## src/hdl/ctls_ram.sv

```systemverilog
// Generic single write port RAM with a registered read port.
`default_nettype none
module ctls_ram #(
    parameter int WIDTH = 8,
    parameter int DEPTH = 8
) (
    input  wire logic                     i_clk,
    input  wire logic                     i_we,
    input  wire logic [$clog2(DEPTH)-1:0] i_waddr,
    input  wire logic [WIDTH-1:0]         i_wdata,
    input  wire logic [$clog2(DEPTH)-1:0] i_raddr,
    output logic      [WIDTH-1:0]         o_rdata
);
    logic [WIDTH-1:0] r_mem [DEPTH];

    always_ff @(posedge i_clk) begin
        if (i_we) begin
            r_mem[i_waddr] <= i_wdata;
        end
        o_rdata <= r_mem[i_raddr];
    end
endmodule
`default_nettype wire

```

## config.mk

```make
export PLATFORM = sky130hd
export DESIGN_NAME = ctls_ram
export DESIGN_NICKNAME = d
export VERILOG_FILES = /design/src/hdl/ctls_ram.sv
export SDC_FILE = /design/constraint.sdc
export NUM_CORES = 1
export LEC_CHECK = 0
export BUFFER_PORTS_ARGS = -buffer_cell sky130_fd_sc_hd__buf_2
export CORE_UTILIZATION = 62
export CTS_CLUSTER_SIZE = 12
export DETAILED_ROUTE_END_ITERATION = 16
export PLACE_DENSITY = 0.79
export SLEW_MARGIN = 20
export SYNTH_ARGS = -nofsm -noshare
export SYNTH_HDL_FRONTEND = slang
export SYNTH_SLANG_ARGS = --single-unit
```

## constraint.sdc

```tcl
create_clock -name i_clk -period 3.3 [get_ports i_clk]
set_input_delay 0.33 -clock i_clk [delete_from_list [all_inputs] [get_ports i_clk]]
set_output_delay 0.33 -clock i_clk [all_outputs]
set_load 0.02 [all_outputs]
```

; Word level (Yosys, flattened, before mapping)
; Memories as Yosys holds them, arrays and structs flattened. A register that Yosys moved wholly into a read port is not among the register bits.
; Index checks and enable logic that the tools add are counted.
[totals]
wordCells = 3
inputBits = 16
out_inout_bits = 8
mem_count = 1
ramBits = 64
ff_bits = 0
[memory_table]
columns = name, depth, word_bits, rd, rd_ports_with_merged_regs, write_ports, line_no
row1 = r_mem, 8, 8, 1, 1, 1, 14  ; logic [WIDTH-1:0] r_mem [DEPTH];
[classes]
mux = 2
[op_table]
columns = operator, count
row1 = 2-to-1 mux 1 bit, 2

; Longest topological paths before layout
[logic_depth]
word_depth = 2
mapped_depth = 4
mapped_depth_nobuf = 2

; Least setup slack after synthesis
; No wires, ideal clock.
[synth_timing]
kind = in2reg
start = input i_waddr[2]
end = memory r_mem[0][0], enable pin
arrival_time_ns = 1.107
required_time_ns = 2.917
n_path_buf = 0
setup_ns = 0.383
stages = 2
path_slack_ns = 1.809
cell_sequence = nand2b_1 nor3_1
[synth_lines]
columns = item, line_no
row1 = from (decl), 9  ; input wire logic [$clog2(DEPTH)-1:0] i_waddr,
row2 = to (decl), 14
; Straight into the memory's write port.

; Final worst setup path
[layout_timing]
start = input i_waddr[2]
end = memory r_mem[2][6], enable pin
; Straight into the memory's write port.

==> impl_results.md <==
- Largest family of logic cells by synthesized area: multiplexers
- Sink Count: 72
- RSZ-0062 raised after global routing: no
- Finished Core Util: 0.7330
- CP peak stage delay: 0.77 ns
- Register-to-register setup slack: 2.02 ns
- Ports: 24
- Setup crit end kind: flop
- Relative slew slack: 0.3537
- Die width: 67.89 um
- # diodes: 0
- DRT Pass-1 Iters: 4
- I/O Buffers: 23
- Via count: 1194
- Synth area leaders: edfxtp_1, mux4_1, dfxtp_1, mux2_2, mux4_2
- CP bufs+invs: 1
- WL/cell: 20.95 um
- Yosys warning count: 0
- Max Slew Vio Count: 0
- CP arrival: 1.41 ns
- #FFs+latches synth: 72
- Die area: 4608 um^2
- Critical setup path kind: in -> reg
- CP startpoint kind: input pin
- Cell Chain, Critical Path: buf_2, nand2b_1, nor2_1
- Post-route antenna net violation count: 0
- # Post-CTS Setup Buffers: 0
- Total gr overflow: 0
- Pleak: 1.043 nW
- CP max FO: 8
- Post-synthesis simple-gate area fraction: 0.02185
- Pwr dens: 567.6 nW/um^2
- Final Hold Viols: 0
- Least-Margin Pin Slew: 0.9658 ns
- Endpoints failing setup: 0
- Synth Area in XOR/XNOR: 0
- CTS hold repair buffers: 0
- Layout fillers: 246
- Synth Area in Adders: 0
- Seq/Total Area, Yosys: 0.7736
- Top cell type's share of synthesized area: 0.7141
- Max Freq: 686.5 MHz
- Inst Count DP: 183
- CTS tree: built
- Drt drc: 0
- Overall Global Routing Usage: 0.2180
- Post-Layout Inst Area: 2995 um^2
- Final GP Congestion: 0.7215
- Sequential cell area: 2082 um^2
- First-pass GRT wire length: 6251 um
- Worst-path clk slew: 0.07 ns
- Setup TNS: 0 ns
- Net count after synthesis: 130
- Post-Syn Instances: 114
- Die H: 67.89 um
- Number of buffers created by CTS: 9
- Synth Area in Compound Gates: 0
- WP depth: 3
- Root Driver: clkbuf_8
- Status: finished, final reports clean
- CP delay by family, top: simple AND/OR/NAND/NOR gates
- Distinct cells, synth: 14
- Cell row count: 23
- Worst reg2reg path depth: 2
- Area leader, netlist: edfxtp_1
- Critical Path Slowest Stage Cell: nor2_1
- RR Endpoint: o_rdata[2]
- Multi-input logic area: 570.5 um^2
- Fin cells: 199
- Via-to-Cell Ratio: 6.000
- Initial DRC Count: 89
- Hold Crit Class: in -> reg
- CP endpoint: r_mem[2][6]
- CP startpoint: i_waddr[2]
- Clk buf depth: 2
- H-tree Lvls: 3
- Period minus WS final: 1.457 ns
- Post-Route WL: 4169 um
- Largest net degree at the start of global routing: 17
- Initial cell density of the core: 0.6586
- Post-cts gate resize count: 0
- Worst r2r src: r_mem[3][2]
- Final period util: 0.4414
- Share of post-route cells with drive strength above 1: 0.3154
- Clk_lat worst skew: 0.33 ns
- Worst clock skew: 0.006285 ns
- Initial antenna violation count: 0
- Number of global-route vias before repair: 1229
- IR Drop Worst-Case VDD: 0.4019 mV
- Mapped cell area: 2691 um^2
- Dpl cell area: 2833 um^2
- CP required: 3.25 ns
- Synth Area per Inst: 23.61 um^2
- Core ar.: 4086 um^2
- Post-layout nets: 160
- Layout area overhead: 11.30%
- Maxcap violations: 0
- Mux share of post-synthesis cell area: 0.1883
## through the flow
stage	hold slack [ns]	power [mW]	setup WS, ns
after floorplan	0.4289	1.123	1.809
after global placement	0.5921	1.155	1.446
after detailed placement	0.6047	1.163	1.239
after CTS	0.2515	1.712	1.587
after global routing	0.2520	1.763	1.777
final	0.2658	1.700	1.843
## cells in the mapped netlist (all sizes together)
| cell | count |
|---|---|
| clkbuf | 1 |
| nand2b | 3 |
| nor2 | 6 |
| nor3 | 2 |
| buf | 4 |
| mux4 | 16 |
| dfxtp | 8 |
| edfxtp | 64 |
| mux2 | 8 |
| nand2 | 2 |
## cells in the final DEF, fill, tap and decap left out
cell	netlist	layout
buf_2	1	23
buf_4	0	1
clkbuf_1	1	3
clkbuf_8	0	9
clkinv_2	0	3
clkinvlp_4	0	1
dfxtp_1	8	8
edfxtp_1	64	64
mux2_2	8	8
mux4_1	15	15
mux4_2	1	1
nand2_1	2	2
nand2b_1	3	3
nor2_1	6	6
nor3_1	2	1
nor3_2	0	1
## state kept, by name, indices dropped and copies added, names as in the netlist
name     flops
o_rdata      8
r_mem       64
## layer usage
metal | wire [um] | global-route usage | share of wire
met5 | 0 | 0 | 0
met4 | 42 | 0.1094 | 0.010
met1 | 1784 | 0.2667 | 0.43
met2 | 2203 | 0.3478 | 0.53
met3 | 138 | 0.07500 | 0.033
## final cells by class
cell class	count	share of cell area
clock inverters	4	0.007519
multi-input cells	37	0.1905
well taps	50	0.02089
repair buffers	24	0.04094
clock buffers	12	0.04511
flip-flops and latches	72	0.6951
## worst min-delay path by stage
stage / to / slack [ns] / depth (start not counted) / startpoint
detailed placement: r_mem[0][5] / 0.60 / 1 / i_wdata[5]
floorplan: r_mem[0][0] / 0.43 / 0 / i_wdata[0]
CTS: r_mem[0][2] / 0.25 / 1 / i_wdata[2]
global placement: r_mem[1][4] / 0.59 / 1 / i_wdata[4]
finish: r_mem[4][2] / 0.27 / 1 / i_wdata[2]
global route: r_mem[0][2] / 0.25 / 1 / i_wdata[2]
## cell families after synthesis
| kind of cell | Yosys count |
|---|---|
| buf+inv | 5 |
| flops | 72 |
| simple gates | 13 |
| mux | 24 |
## where the power goes
group          internal [mW]  leakage, nW  switching (mW)
Clock                  0.269       0.0801           0.289
Sequential              1.03        0.649         0.00747
Combinational         0.0466        0.314          0.0584
Power figures use the tool's default switching activity.
